===== src/mhp_pkg.sv =====
// Shared types, constants and the probe target table for the hop probe controller.
`default_nettype none
package mhp_pkg;

  localparam int TARGET_LEN = 17;
  localparam int MAX_BURST  = 16;

  localparam logic [1:0] KIND_PROBE   = 2'd0;
  localparam logic [1:0] KIND_SUMMARY = 2'd1;
  localparam logic [1:0] KIND_EMPTY   = 2'd2;

  localparam logic OP_START = 1'b0;
  localparam logic OP_REPLY = 1'b1;

  localparam logic CFG_DEST    = 1'b0;
  localparam logic CFG_MAXADDR = 1'b1;

  typedef struct packed {
    logic [31:0] addr;
    logic [6:0]  hit;
    logic [23:0] rtt_min;
    logic [23:0] rtt_max;
    logic [30:0] sum;
    logic [54:0] sumsq;
  } entry_t;

  function automatic logic [6:0] probe_target(input logic [4:0] i);
    logic [6:0] t;
    case (i)
      5'd0:    t = 7'd6;
      5'd1:    t = 7'd6;
      5'd2:    t = 7'd11;
      5'd3:    t = 7'd16;
      5'd4:    t = 7'd21;
      5'd5:    t = 7'd27;
      5'd6:    t = 7'd33;
      5'd7:    t = 7'd38;
      5'd8:    t = 7'd44;
      5'd9:    t = 7'd51;
      5'd10:   t = 7'd57;
      5'd11:   t = 7'd63;
      5'd12:   t = 7'd70;
      5'd13:   t = 7'd76;
      5'd14:   t = 7'd83;
      5'd15:   t = 7'd90;
      5'd16:   t = 7'd96;
      default: t = 7'd0;
    endcase
    return t;
  endfunction

endpackage
`default_nettype wire


===== src/mhp_stats_mem.sv =====
// Per-address statistics memory: one write port, one registered read port.
`default_nettype none
module mhp_stats_mem #(
  parameter int DEPTH = 16,
  parameter int AW    = 4
) (
  input  wire                  clk,
  input  wire                  we,
  input  wire  [AW-1:0]        waddr,
  input  mhp_pkg::entry_t      wdata,
  input  wire  [AW-1:0]        raddr,
  output mhp_pkg::entry_t      rdata
);
  import mhp_pkg::*;

  entry_t mem [DEPTH];

  always_ff @(posedge clk) begin
    if (we) begin
      mem[waddr] <= wdata;
    end
    rdata <= mem[raddr];
  end

endmodule
`default_nettype wire


===== config.mk =====
export PLATFORM = sky130hd
export DESIGN_NAME = mhp_stats_mem
export DESIGN_NICKNAME = d
export VERILOG_FILES = /design/src/mhp_pkg.sv /design/src/mhp_stats_mem.sv
export SDC_FILE = /design/constraint.sdc
export NUM_CORES = 2
export LEC_CHECK = 0
export BUFFER_PORTS_ARGS = -buffer_cell sky130_fd_sc_hd__buf_4
export CAP_MARGIN = 20
export CORE_UTILIZATION = 32
export CTS_BUF_LIST = sky130_fd_sc_hd__clkbuf_8
export DETAILED_ROUTE_END_ITERATION = 8
export PLACE_DENSITY = 0.55
export SYNTH_ARGS = -nofsm -noshare
export SYNTH_HDL_FRONTEND = slang
export SYNTH_SLANG_ARGS = --single-unit
export TNS_END_PERCENT = 50

===== constraint.sdc =====
create_clock -name clk -period 17.4 [get_ports clk]
set_input_delay 1.74 -clock clk [delete_from_list [all_inputs] [get_ports clk]]
set_output_delay 1.74 -clock clk [all_outputs]
set_load 0.005 [all_outputs]

# Word level (Yosys, flattened, before mapping)
# Memories as Yosys holds them, arrays and structs flattened. A register that Yosys moved wholly into a read port is not among the register bits.
# Index checks and enable logic that the tools add are counted.
[word_totals]
reg_bits = 0
latch_bits = 0
mem_bits_rw = 2768
romBits = 0
input_bits = 183
out_inout_bits = 173
word_cells = 3
n_memories = 1
[memory_table]
columns = ["name", "depth", "width", "read_ports", "rd_ports_with_merged_regs", "wr", "line", "text"]
rows = [
  ["mem", 16, 173, 1, 1, 1, "mhp_stats_mem.sv:16", "entry_t mem [DEPTH];"],
]
[classes]
addsub = 0
mul = 0
div = 0
magnitude_cmp = 0
n_eq_ne = 0
n_shift = 0
n_mux = 2
n_bitwise = 0
n_reduce_logical = 0
[op_table]
columns = ["op", "count"]
rows = [
  ["1-bit 2-to-1 mux", 2],
]

# Depth between registers and ports, before layout
[depth]
ltp_word = 2
depth_mapped = 8
mapped_depth_nobuf = 3

# Worst setup path before layout
# No wires, ideal clock.
[synth_timing]
path_kind = "input port to flip-flop"
start = "in waddr[2]"
end = "mem mem[0][0] (netlist bit), enable pin"
setup_time_ps = 920
t_arrival_ps = 13910
required_time_ps = 16480
slack_ps = 2570
cell_stages = 2
path_buffers = 0
path_cell_list = "or3b_2 > nor3_1"
[synth_rtl]
columns = ["element", "line", "text"]
rows = [
  ["start, declared", "mhp_stats_mem.sv:9", "input wire [AW-1:0] waddr,"],
  ["end, declared", "mhp_stats_mem.sv:16", ""],
]
# Straight into the memory's write port.

==> results.yml <==
timing:
  fmax_mhz: 200
  fin_crit_sh: 0.287
  setup_slack_ns: 12.41
  hold_viol_final: 0
  hold_ws_ns: 0.601
  maxSlewViolCount: 0
  slew_headroom: 0.231
  rsz0062_at_grt: "false"
  min_period_ns: 4.99
  finClkSkew_ns: 0.0598
  setup_viol: 0
  tns_ns: 0
  worst_pin_slew_ns: 1.15
synthesis:
  synth_top_area_cell: "edfxtp_1"
  synth_fp_nets: 4696
  ys_warn_count: 0
  netlist_area_um2: 107000
  synth_top_area_frac: 0.775
  synthCells: 4513
  ys_seq_area_frac: 0.807
  yosysUniqueCellTypes: 26
  yosys-top-cells-area: "edfxtp_1 (77%), mux4_2 (14%), dfxtp_1 (3.2%)"
  synth-seq-cells: 2941
  synth.avg_cell_area_um2: 23.8
critical_path:
  ff2ff_setup_slack_ns: 15.98
  critPathBufInv: 4
  critPathMaxStageDelay_ns: 0.90
  required_ns: 18.35
  path_class: "in2reg"
  crit_top_cell: "buf_4"
  critPathMaxFanout: 96
  critical_path_arrival_ns: 5.94
  crit_family: "buffers and inverters"
  slowest_stage: "buf_4"
  path_cells: "buf_8 -> buf_4 -> buf_12 -> buf_4 -> mux4_2 -> a22oi_1 -> nand2_1"
  cp-end-kind: "flop"
  start_kind: "input port"
pwr:
  p_per_area_nw_per_um2: 117
  power.share.combinational: 0.049
  internal-power_mw: 11.4
  clockPowerShare: 0.405
  p_leak_nw: 40.5
  switching_share: 0.223
  p_sw_mw: 3.28
  ir_worst_vdd_uv: 76.9
  seqPwrFrac: 0.546
clocking:
  cts-htree-levels: 5
  numCtsBuffers: 478
  tritoncts: "yes"
  cts.sinks: 2941
  clk_pin_slew_ns: 0.06
  cts_buffer_depth: 4
  hold_buffers: 0
  cts_root_buffer: "clkbuf_8"
  cts.repair_timing.setup_buffer_count: 0
  clock_latency_ns: 1.12
  cts.repair.resized: 0
floorplanning:
  io_pins: 356
  initial_core_util: 0.322
  coreArea_um2: 333000
  fp.dieW_um: 581
  die_area_um2: 338000
  rows: 212
  die_height_um: 581
drt:
  first_pass_iters: 6
  wirelength_um: 274000
  ant_nets: 0
  first_iter_violations: 4273
  avgViaCountPerCell: 4.98
  via_count: 50100
  drc: 0
  wl_per_cell_um: 27.3
final_layout:
  fin_nets: 5400
  final_area_um2: 125000
  drive_gt1_frac: 0.330
  area_growth_syn_to_layout_pct: 16.7
place:
  port_buffers: 355
  dp_hpwl_um: 136000
  gp_congestion: 0.690
  placed_area_um2: 115000
  pre_cts_ws_ns: 11.14
global_routing:
  grt_overflow: 0
  grt_antenna_before_repair: 63
  grt_max_degree: 133
  first_global_vias: 53400
  grt_pass1_wl_um: 389000
  grt_usage: 0.160
job:
  max_cap_violations: 0
status:
  status: "completed"
min_path:
  min_path_type: "reg2reg"
## sequential cells by signal (all words and copies together) (netlist names)
| register | cells |
|---|---|
| mem | 2768 |
| rdata | 173 |
## through the flow
stage / util / total power, mW / instances
after floorplan: - / 8.51 / 4513
final: 0.375 / 14.7 / 10100
after CTS: 0.375 / 14.9 / 10000
after global routing: 0.375 / 15.2 / 10000
after detailed placement: 0.346 / 8.88 / 9123
after global placement: 0.346 / 8.87 / 9123
## layer usage
metal  part of all wire  up-vias  GRT usage
li1                   -    20900          -
met1               0.42    27300      0.214
met2               0.49     1517      0.262
met3              0.070      442     0.0393
met4              0.020       44     0.0396
met5            0.00098        -          0
## synthesized netlist by cell type, drive strengths merged
master and instances:
nand2 133, nor3 4, mux4 650, nor2 15, nand3b 2, edfxtp 2768
o21ai 21, o22a 6, or3b 1, dfxtp 173, nand3 1, nor2b 33
and2 3, buf 133, o221ai 27, mux2i 27, clkbuf 105, a22oi 298
mux2 78, a221oi 15, nand2b 19, or2 1
## worst reg2reg max path, delay by kind of cell, from the launching register on
family,cells,cell delay (ns)
mux,2,0.76
flops,1,0.37
compound gates,1,0.18
## path summary, 6_finish.rpt
| check | start | to | depth (start not counted) |
|---|---|---|---|
| setup reg to reg | mem[6][60]$_DFFE_PP_ | rdata[60]$_DFF_P_ | 3 |
| hold reg to reg | mem[14][41]$_DFFE_PP_ | rdata[41]$_DFF_P_ | 3 |
| hold / removal | mem[14][41]$_DFFE_PP_ | rdata[41]$_DFF_P_ | 3 |
| setup / recovery | raddr[0] | rdata[131]$_DFF_P_ | 7 |
## kinds of logic (layout without fill, tap and decap cells)
family	Yosys count	count (layout)	share of synthesized area
AOI/OAI and AO/OA	367	367	0.0258
and+or+nand+nor	212	212	0.00892
buffers and inverters	238	1371	0.0109
muxes	755	755	0.147
other	0	28	0
DFF	2941	2941	0.807
## final cells by class
type / count / area (um2)
diodes: 28 / 70.1
clock buffers: 555 / 7640
clock inverters: 354 / 2030
fillers: 30100 / 208000
multi-input cells: 1334 / 19700
flip-flops and latches: 2941 / 86600
well taps: 4387 / 5490
repair buffers: 462 / 3660
## power by group through the flow
stage | Sequential [mW] | Combinational, mW | Clock (mW)
2_1_floorplan | 8.13 | 0.380 | 0
3_3_place_gp | 8.14 | 0.725 | 0
3_5_place_dp | 8.15 | 0.736 | 0
4_1_cts | 8.00 | 0.738 | 6.12
5_1_grt | 8.01 | 0.778 | 6.41
6_report | 8.00 | 0.717 | 5.94
## cells in the final DEF, fill, tap and decap left out, types with 12 or more instances in the layout
master and instances:
a221oi_1 15, dfxtp_1 173, edfxtp_1 2768, o21ai_0 21
a22oi_1 298, bufinv_16 15, nand2b_1 19, nand2_1 133
mux4_2 650, diode_2 28, mux2i_1 27, clkinv_1 69
clkinv_2 48, clkbuf_8 555, inv_1 196, nor2_4 15
o221ai_1 27, buf_12 12, buf_4 446, mux2_2 78
nor2b_1 27
Note: power is estimated with default switching activity, not from simulation.
