==> config.mk <==
export PLATFORM = sky130hd
export DESIGN_NAME = mhp_div
export DESIGN_NICKNAME = d
export VERILOG_FILES = /design/src/mhp_pkg.sv /design/src/mhp_div.sv
export SDC_FILE = /design/constraint.sdc
export NUM_CORES = 1
export LEC_CHECK = 0
export BUFFER_PORTS_ARGS = -buffer_cell sky130_fd_sc_hd__buf_2
export CORE_ASPECT_RATIO = 1.1
export CORE_MARGIN = 1.5
export CORE_UTILIZATION = 54
export DETAILED_ROUTE_END_ITERATION = 12
export GPL_TIMING_DRIVEN = 0
export PLACE_DENSITY_LB_ADDON = 0.08
export SYNTH_ARGS = -nofsm -noshare
export SYNTH_HDL_FRONTEND = slang
export SYNTH_SLANG_ARGS = --single-unit
==> constraint.sdc <==
create_clock -name clk -period 7 [get_ports clk]
set_clock_uncertainty 0.15 [all_clocks]
set_input_delay 1.4 -clock clk [delete_from_list [all_inputs] [get_ports clk]]
set_output_delay 1.4 -clock clk [all_outputs]
set_load 0.02 [all_outputs]
==> src/mhp_pkg.sv <==
// Shared types, constants and the probe target table for the hop probe controller.
`default_nettype none
package mhp_pkg;

  localparam int TARGET_LEN = 17;
  localparam int MAX_BURST  = 16;

  localparam logic [1:0] KIND_PROBE   = 2'd0;
  localparam logic [1:0] KIND_SUMMARY = 2'd1;
  localparam logic [1:0] KIND_EMPTY   = 2'd2;

  localparam logic OP_START = 1'b0;
  localparam logic OP_REPLY = 1'b1;

  localparam logic CFG_DEST    = 1'b0;
  localparam logic CFG_MAXADDR = 1'b1;

  typedef struct packed {
    logic [31:0] addr;
    logic [6:0]  hit;
    logic [23:0] rtt_min;
    logic [23:0] rtt_max;
    logic [30:0] sum;
    logic [54:0] sumsq;
  } entry_t;

  function automatic logic [6:0] probe_target(input logic [4:0] i);
    logic [6:0] t;
    case (i)
      5'd0:    t = 7'd6;
      5'd1:    t = 7'd6;
      5'd2:    t = 7'd11;
      5'd3:    t = 7'd16;
      5'd4:    t = 7'd21;
      5'd5:    t = 7'd27;
      5'd6:    t = 7'd33;
      5'd7:    t = 7'd38;
      5'd8:    t = 7'd44;
      5'd9:    t = 7'd51;
      5'd10:   t = 7'd57;
      5'd11:   t = 7'd63;
      5'd12:   t = 7'd70;
      5'd13:   t = 7'd76;
      5'd14:   t = 7'd83;
      5'd15:   t = 7'd90;
      5'd16:   t = 7'd96;
      default: t = 7'd0;
    endcase
    return t;
  endfunction

endpackage
`default_nettype wire

==> src/mhp_div.sv <==
// Bit-serial restoring divider, 55-bit dividend by 7-bit divisor.
`default_nettype none
module mhp_div (
  input  wire         clk,
  input  wire         rst,
  input  wire         start,
  input  wire  [54:0] dividend,
  input  wire  [6:0]  divisor,
  output logic        done,
  output logic [54:0] quotient
);
  import mhp_pkg::*;

  logic        busy;
  logic [5:0]  step;
  logic [6:0]  rem;
  logic [6:0]  dvs;
  logic [7:0]  trial;

  assign trial = {rem, quotient[54]};

  always_ff @(posedge clk) begin
    if (rst) begin
      busy <= 1'b0;
      done <= 1'b0;
      step <= '0;
    end else begin
      done <= 1'b0;
      if (start) begin
        busy     <= 1'b1;
        step     <= '0;
        rem      <= '0;
        dvs      <= divisor;
        quotient <= dividend;
      end else if (busy) begin
        if (trial >= {1'b0, dvs}) begin
          rem      <= 7'(trial - {1'b0, dvs});
          quotient <= {quotient[53:0], 1'b1};
        end else begin
          rem      <= trial[6:0];
          quotient <= {quotient[53:0], 1'b0};
        end
        step <= 6'(step + 6'd1);
        if (step == 6'd54) begin
          busy <= 1'b0;
          done <= 1'b1;
        end
      end
    end
  end

  a_done_after_busy: assert property (@(posedge clk) disable iff (rst)
    done |-> $past(busy)) else $error("divider done without work");
  a_step_range: assert property (@(posedge clk) disable iff (rst)
    busy |-> step <= 6'd54) else $error("divider step overrun");
  a_start_idle: assert property (@(posedge clk) disable iff (rst)
    start |=> busy) else $error("divider failed to start");

endmodule
`default_nettype wire
Word-level counts from Yosys, hierarchy flattened

Cells that the tools add are included.

Register bits: 77
Latch bits: 0
Bits in writable memories: 0
ROM bits: 0
Logic and storage cells: 26
Memories kept: 0

Add/sub/neg operators: 2
Multiply operators: 0
Div/mod/pow operators: 0
$lt $le $gt $ge: 1
Eq/ne operators: 1
Shift-type cells: 0
Multiplexer cells: 9
Bitwise logic cells: 2
Reductions and logical operators: 5

Operators by type and width:

| kind                                        | count |
|---|---|
| two-way mux 55 bit                          | 2 |
| two-way mux 7 bit                           | 2 |
| greater-or-equal comparator 8 x 7 -> 1 bit  | 1 |
| subtractor 7 bit                            | 1 |
| adder 6 x 1 -> 6 bit, second input constant | 1 |
| == test 6 bit, second input constant        | 1 |
| two-way mux 1 bit                           | 5 |
| AND reduction 2 bit                         | 2 |
| OR reduction 3 bit                          | 1 |
| inverter 1 bit                              | 2 |
| nonzero test 2 bit                          | 1 |
| OR reduction 2 bit                          | 1 |

Logic depth before layout (Yosys ltp)

Gate-level depths: netlist of run 1.

Word-level depth: 4
Mapped depth: 8

Worst setup path before layout of run 1

No wires, ideal clock.

Kind: input to register
Start point: input start
End point: register quotient[0], enable pin
Library setup time: 0.482 ns
Data arrival time: 4.541 ns
Setup slack: 1.827 ns
Cell stages on the path: 4
Cells stage by stage: buf_2 -> buf_1 -> nor2_1 -> nor2_1

Cells in the longest elaborated chain, start to end: 2

RTL lines:

| item                                 | line          | source |
|---|---|---|
| start, declared                      | mhp_div.sv:6  | `input wire start,` |
| nonzero test 2 bit (no source line)  | n/a           |  |
| AND reduction 2 bit (no source line) | n/a           |  |
| end signal, assigned                 | mhp_div.sv:34 | `quotient <= dividend;` |
| end signal, assigned                 | mhp_div.sv:38 | `quotient <= {quotient[53:0], 1'b1};` |
| end signal, assigned                 | mhp_div.sv:41 | `quotient <= {quotient[53:0], 1'b0};` |
| end, declared                        | mhp_div.sv:10 | `output logic [54:0] quotient` |

Every way passes these cells.
A chain may end at the register's enable or synchronous reset.

Worst setup path in the final report of run 1

Start point: input start
End point: register quotient[39], enable pin

Same word-level chain as after synthesis.

==> results of run 1 <==
final timing paths:
kind / end / slack (ns)
setup reg to reg: rem[0]$_SDFFCE_PP0P_ / 4.61
setup / recovery: quotient[39]$_DFFE_PP_ / 3.72
hold / removal: step[5]$_SDFFE_PP0P_ / 0.36
hold reg to reg: step[5]$_SDFFE_PP0P_ / 0.36
power by group through the flow:
stage	clock (W)	combinational (W)	sequential [W]
after floorplan	0	0.0000991	0.000589
after CTS	0.000326	0.000189	0.000553
after global routing	0.000343	0.000205	0.000557
after global placement	0	0.000178	0.000565
final	0.000320	0.000187	0.000553
after detailed placement	0	0.000189	0.000563
final cells by class:
type | count | area (um2) | share of cell area
repair buffers | 122 | 656 | 0.145
multi-input cells | 143 | 1240 | 0.276
clock inverters | 3 | 17.5 | 0.00389
inverters | 12 | 45.0 | 0.00999
plain buffers | 9 | 42.5 | 0.00944
flip-flops and latches | 77 | 2230 | 0.495
well taps | 80 | 100 | 0.0222
clock buffers | 13 | 170 | 0.0378
sequential cells by signal (all words and copies together), names as in the netlist:
register	flops
busy	1
done	1
step	6
rem	7
dvs	7
quotient	55
worst register-to-register path, cell delays in order, from the launching register on:
cell and delay [ns]:
sky130_fd_sc_hd__edfxtp_1 0.39, sky130_fd_sc_hd__inv_1 0.06, sky130_fd_sc_hd__ha_1 0.22, sky130_fd_sc_hd__fa_1 0.40, sky130_fd_sc_hd__nand2b_2 0.22, sky130_fd_sc_hd__o2bb2ai_2 0.15
sky130_fd_sc_hd__a31oi_1 0.31, sky130_fd_sc_hd__nor3_1 0.09, sky130_fd_sc_hd__a211oi_1 0.24
cells by family after synthesis:
| logic type | after synthesis |
|---|---|
| compound gates | 30 |
| xor+xnor | 6 |
| fa+ha+maj | 10 |
| buf+inv | 21 |
| flops | 77 |
| mux | 57 |
| simple gates | 40 |
through the flow:
stage | instances | hold slack [ns] | instance area (um2) | setup slack (ns)
global placement | 441 | 0.312 | 4260 | 0.511
CTS | 459 | 0.363 | 4510 | 3.70
finish | 459 | 0.362 | 4510 | 3.72
floorplan | 241 | 0.304 | 3560 | 1.83
global route | 459 | 0.385 | 4510 | 3.52
detailed placement | 443 | 0.351 | 4320 | 3.33
per-layer routing:
metal	part of all wire	track usage	vias up
met5	0	0	-
met4	0.024	0.103	0
met3	0.074	0.0552	17
met2	0.47	0.324	94
met1	0.43	0.263	1103
li1	-	-	1179
cell usage in the layout (no fill, tap or decap), types with 3 or more instances in the layout:
cell type                  count
sky130_fd_sc_hd__edfxtp_1     69
sky130_fd_sc_hd__o21ai_0       6
sky130_fd_sc_hd__a211oi_1      4
sky130_fd_sc_hd__dfxtp_1       8
sky130_fd_sc_hd__inv_1        12
sky130_fd_sc_hd__buf_2       127
sky130_fd_sc_hd__clkbuf_1      3
sky130_fd_sc_hd__nor2_1       12
sky130_fd_sc_hd__clkbuf_8     10
sky130_fd_sc_hd__ha_1          9
sky130_fd_sc_hd__nand4_1       3
sky130_fd_sc_hd__mux2_2       55
sky130_fd_sc_hd__nand2_1       4
sky130_fd_sc_hd__xor2_1        3
sky130_fd_sc_hd__nor2b_1       3
sky130_fd_sc_hd__nand3_1       5
sky130_fd_sc_hd__xnor2_1       3
sky130_fd_sc_hd__nor3_1        6
sky130_fd_sc_hd__a21oi_1       9
==> impl_results.md, run 1 <==
- Primary FF master, synth: sky130_fd_sc_hd__edfxtp_1
- Setup TNS: 0 ns
- Resize count post-CTS: 0
- Commonest cells post-synth: sky130_fd_sc_hd__edfxtp_1, sky130_fd_sc_hd__mux2_2, sky130_fd_sc_hd__nor2_1
- Post-detailed-route count of antenna-violating nets: 0
- Top delay family on crit path: buffers and inverters
- Clock insertion delay at the later pin of the skew report: between 0.3 and 0.4 ns
- Iter 0 DRT Violations: 155
- Ratio of cells with drive above 1 in the final layout: 0.541
- Buffer levels on the longest clock path: 2
- Die height: 88.1 um
- Dpl hpwl: 5260 um
- Number of stages on the worst setup path: 7
- Largest net degree at the start of global routing: 24
- Antenna cells: 0
- Initial Utilization: 0.567
- Cell leakage power: 1.84 nW
- Adder-cell share of the synthesized area: 0.0373
- Delay of the slowest critical-path stage: 0.49 ns
- Required time of the critical path: 6.90 ns
- Worst flop-to-flop path startpoint: quotient[54]$_DFFE_PP_
- Relative contribution of the clock network to total power: 0.302
- IR drop worst, VDD: between 100 and 150 uV
- Main combinational cell family by area after synthesis: multiplexers
- Most frequent cell after synthesis: sky130_fd_sc_hd__edfxtp_1
- Yosys warning count: 0
- Count of distinct cell types in the synthesized netlist: 35
- Number of H-tree levels: 3
- Die Wd: 80.4 um
- Net total in the final layout: about 450
- Tot GR Track Use: 0.206
- Depth of the worst register-to-register path: 8
- FP Rows: 30
- Combinational fraction of design power: 0.177
- Mux share of post-synthesis cell area: 0.180
- Placeable core area: 6270 um2
- Area share of the largest cell type after synthesis: 0.583
- Class of the most critical setup path: input port to flop
- Cell area power density: 235 nW/um2
- Number of remaining DRC errors: 0
- Cell type contributing the most total cell area after synthesis: sky130_fd_sc_hd__edfxtp_1
- Sequential fraction of design power: 0.522
- Max-cap check violation count: 0
- Max FO, Critical Path: 23
- Launching element type of the critical path: input port
- Full die area: around 7100 um2
- Antenna violations before repair: 0
- Average wire per cell in the routed design: 15.3 um
- Sum of internal, switching and leakage power: between 0.001 and 0.0015 W
- Wire length of the first global-routing pass: 10700 um
- Netlist Area Pre-Place: 3560 um2
- Detail-routed via count per cell: 5.21
- Number of buffers and inverters on the critical path: 5
- Register bit count reported by yosys: 77
- Number of setup buffers added after CTS: 0
- Worst hold path type: flop to flop
- Area added between synthesis and finish: 26.7%
- Cell with the largest stage delay on the worst path: sky130_fd_sc_hd__nor2_4
- Cell types with the largest area share after synthesis: sky130_fd_sc_hd__edfxtp_1, sky130_fd_sc_hd__mux2_2, sky130_fd_sc_hd__dfxtp_1, sky130_fd_sc_hd__ha_1, sky130_fd_sc_hd__nor2_1
- Run status: finished clean
- Pins Over Slew Limit: 0
- Share of async-settable or async-resettable flops after synthesis: 0
- Post-layout min period: 3.28 ns
- Hold wc startpoint: step[5]$_SDFFE_PP0P_
- Post-synthesis share of cell area spent on xor and xnor gates: 0.0148
- Number of nets produced by synthesis: 316
- Critical path startpoint: start
- Final weighted congestion of routability-driven global placement: 0.800
- Overflow after GRT: 0
- Hold-critical path depth: 2
- Crit-path cells: buf_2, buf_2, buf_1, nor2_1, nor2_4, buf_16, buf_16
- Filler Cell Count: ~460
- Post-synthesis compound-gate area fraction: 0.0595
- Post-route fraction of the period consumed by the critical path: 0.469
- TritonCTS clock tree: built
- Number of search-and-repair iterations in the first detailed-routing pass: 4
- Area share of and/or/nand/nor cells after synthesis: 0.0563
- Vias in the first global route: about 2300
- Net Switching: 0.000275 W
- Fmax: approximately 300 MHz
- Hold violation count in the final report: 0
- Setup repair after global routing missed its margin: no
- Final Util: 0.719
- Remaining max-slew budget at the tightest pin: 0.575
- CTS sink cnt: 77
- CTS buffer count: 9
- Total number of vias: 2393
- Fraction of the yosys area taken by sequential cells: 0.628
- Per-instance average area after synthesis: 14.8 um2
- Internal: 0.000785 W
- Total length of routed wires: 7020 um
- Number of buffers inserted for hold repair after clock tree synthesis: 0
- Measured slew at the worst slew-check pin: roughly 0.64 ns
- Library cell used as clock root buffer: sky130_fd_sc_hd__clkbuf_8
- Sort of element at the end of the critical path: flop
- Number of flops mapped to enable cells by yosys: 69
- Final setup fails: 0
- Io pins: 121
- Clock-pin slew on the worst setup and hold paths: roughly 0.08 ns
- Cell count after synthesis: 241
- Input/output buffers: 120
- Data arrival time of the critical path: 3.18 ns
- Switching power share of the total: 0.259
Power figures use the tool's default switching activity.
==> inputs of run 2 (changes only) <==
--- a/config.mk
+++ b/config.mk
@@ -8,7 +8,7 @@
 export BUFFER_PORTS_ARGS = -buffer_cell sky130_fd_sc_hd__buf_2
 export CORE_ASPECT_RATIO = 1.1
 export CORE_MARGIN = 1.5
-export CORE_UTILIZATION = 54
+export CORE_UTILIZATION = 45
 export DETAILED_ROUTE_END_ITERATION = 12
 export GPL_TIMING_DRIVEN = 0
 export PLACE_DENSITY_LB_ADDON = 0.08
==> constraint.sdc (replaced) <==
create_clock -name clk -period 2.9 [get_ports clk]
set_clock_uncertainty 0.15 [all_clocks]
set_input_delay 0.58 -clock clk [delete_from_list [all_inputs] [get_ports clk]]
set_output_delay 0.58 -clock clk [all_outputs]
set_load 0.02 [all_outputs]
==> impl_results.md, run 2 (synthesized netlist as in run 1, its figures left out) <==
- Run status: finished clean (unchanged)
- Most used cell, CP: sky130_fd_sc_hd__buf_2
- Worst hold path type: input port to flop (was flop to flop)
- Clock-pin slew on the worst setup and hold paths: 0.08 ns (about the same)
- Relative contribution of the clock network to total power: 0.305 (was 0.302)
- Largest registers: quotient: 55 flops, dvs: 7 flops, rem: 7 flops (unchanged)
- IR drop worst, VDD: 291 uV (was 139 uV)
- Net total in the final layout: 448 (was 449)
- Average wire per cell in the routed design: 14.8 um (was 15.3 um)
- Vias in the first global route: 2312 (was 2309)
- Max-cap check violation count: 0 (unchanged)
- Internal: 0.00189 W (was 0.000785 W)
- Hold violation count in the final report: 0 (unchanged)
- Number of buffers and inverters on the critical path: 4 (was 5)
- Delay of the slowest critical-path stage: 0.65 ns (was 0.49 ns)
- Full die area: 8440 um2 (was 7080 um2)
- Ratio of cells with drive above 1 in the final layout: 0.540 (was 0.541)
- Number of remaining DRC errors: 0 (unchanged)
- Detail-routed via count per cell: 5.00 (was 5.21)
- Post-layout min period: ~2.5 ns
- Switching power share of the total: 0.262 (was 0.259)
- Setup repair after global routing missed its margin: no (unchanged)
- Io pins: 121 (unchanged)
- Remaining max-slew budget at the tightest pin: 0.448 (was 0.575)
- Number of search-and-repair iterations in the first detailed-routing pass: 4 (unchanged)
- FP Rows: 33 (was 30)
- Required time of the critical path: 2.78 ns (was 6.90 ns)
- Final weighted congestion of routability-driven global placement: 0.758 (was 0.800)
- Post-detailed-route count of antenna-violating nets: 0 (unchanged)
- Number of setup buffers added after CTS: 0 (unchanged)
- Measured slew at the worst slew-check pin: 0.826 ns (was 0.636 ns)
- Fmax: 395 MHz
- Pins Over Slew Limit: 0 (unchanged)
- Post-route fraction of the period consumed by the critical path: 0.873
- Cell with the largest stage delay on the worst path: sky130_fd_sc_hd__nor2_4 (unchanged)
- CTS buffer count: 9 (unchanged)
- Worst setup slack before clock tree synthesis: -0.0316 ns (was 3.33 ns)
- Net Switching: 0.000670 W (was 0.000275 W)
- Class of the most critical setup path: input port to flop (unchanged)
- Dpl hpwl: 5140 um (was 5260 um)
- Die height: 96.2 um (was 88.1 um)
- Total length of routed wires: 7140 um (was 7020 um)
- Antenna cells: 0 (unchanged)
- Tot GR Track Use: 0.174 (was 0.206)
- Cell area power density: 568 nW/um2 (was 235 nW/um2)
- Initial Utilization: 0.471 (was 0.567)
- Input/output buffers: 120 (unchanged)
- Die Wd: 87.8 um (was 80.4 um)
- Top delay family on crit path: buffers and inverters (unchanged)
- Launching element type of the critical path: input port (unchanged)
- Iter 0 DRT Violations: 64 (was 155)
- Placeable core area: 7560 um2 (was 6270 um2)
- Wire length of the first global-routing pass: 10900 um (was 10700 um)
- Largest net degree at the start of global routing: 36 (was 24)
- Buffer levels on the longest clock path: 2 (unchanged)
- CTS sink cnt: 77 (unchanged)
- Area added between synthesis and finish: 26.7% (about the same)
- Highest-count cells in the layout ignoring fill and taps: sky130_fd_sc_hd__buf_2, sky130_fd_sc_hd__edfxtp_1, sky130_fd_sc_hd__mux2_2, sky130_fd_sc_hd__inv_1, sky130_fd_sc_hd__nor2_1 (unchanged)
- Final Util: 0.596 (was 0.719)
- Resize count post-CTS: 0 (unchanged)
- Data arrival time of the critical path: 2.41 ns (was 3.18 ns)
- Max FO, Critical Path: 35 (was 23)
- Number of buffers inserted for hold repair after clock tree synthesis: 0 (unchanged)
- Number of H-tree levels: 3 (unchanged)
- Min setup slack post-route: 0.368 ns (was 3.72 ns)
- TritonCTS clock tree: built (unchanged)
- Total number of vias: 2413 (was 2393)
- Commonest non-fill, non-tap cell in the layout: sky130_fd_sc_hd__buf_2 (unchanged)
- Library cell used as clock root buffer: sky130_fd_sc_hd__clkbuf_8 (unchanged)
- Cell leakage power: 1.83 nW (was 1.84 nW)
- Register bank with the most flops: quotient (unchanged)
- Largest register FFs: 55 (unchanged)
- Clock insertion delay at the later pin of the skew report: 0.34 ns (was 0.35 ns)
- Final setup fails: 0 (unchanged)
- Overflow after GRT: 0 (unchanged)
- Combinational fraction of design power: 0.174 (was 0.177)
- Sequential fraction of design power: 0.521 (was 0.522)
- Sort of element at the end of the critical path: flop (unchanged)
- Antenna violations before repair: 0 (unchanged)
- Crit-path cells: buf_2, buf_2, buf_1, nor2_1, nor2_4, buf_12 (was buf_2, buf_2, buf_1, nor2_1, nor2_4, buf_16, buf_16)
- Sum of internal, switching and leakage power: 0.00256 W (was 0.00106 W)
[run 2: worst paths after layout]
kind	from	to	slack, ns	cells past startpoint
hold reg to reg	step[5]$_SDFFE_PP0P_	step[5]$_SDFFE_PP0P_	0.34	2
setup / recovery	start	quotient[25]$_DFFE_PP_	0.37	6
setup reg to reg	quotient[54]$_DFFE_PP_	rem[0]$_SDFFCE_PP0P_	0.47	8
hold / removal	divisor[2]	dvs[2]$_DFFE_PP_	0.26	1
[run 2: final cells by class]
cell class	count	area [um2]
Buffer	9	42.5
Clock buffer	13	170
Clock inverter	3	18.8
Fill cell	664	3050
Inverter	12	45.0
Multi-Input combinational cell	143	1240
Sequential cell	77	2230
Tap cell	105	131
Timing Repair Buffer	121	621
[run 2: power groups by stage]
stage / Clock (W) / Sequential (W) / Combinational (W)
floorplan: 0 / 0.00142 / 0.000240
global placement: 0 / 0.00136 / 0.000434
detailed placement: 0 / 0.00136 / 0.000447
CTS: 0.000797 / 0.00134 / 0.000450
global route: 0.000838 / 0.00134 / 0.000491
finish: 0.000779 / 0.00133 / 0.000445
[run 2: through the flow]
step / std cells / hold WS (ns) / TNS (ns) / cell area (um2)
6_report: 483 / 0.265 / 0 / 4500
3_5_place_dp: 467 / 0.331 / -1.05 / 4320
4_1_cts: 483 / 0.243 / 0 / 4500
3_3_place_gp: 466 / 0.317 / -28.01 / 4300
5_1_grt: 483 / 0.248 / 0 / 4500
2_1_floorplan: 241 / 0.304 / 0 / 3560
[run 2: per-layer routing]
metal / GRT usage / vias up / wire, um / part of all wire
li1: - / 1174 / - / -
met1: 0.223 / 1132 / 3180 / 0.44
met2: 0.263 / 93 / 3260 / 0.46
met3: 0.0532 / 14 / 554 / 0.078
met4: 0.0899 / 0 / 153 / 0.021
met5: 0 / - / 0 / 0
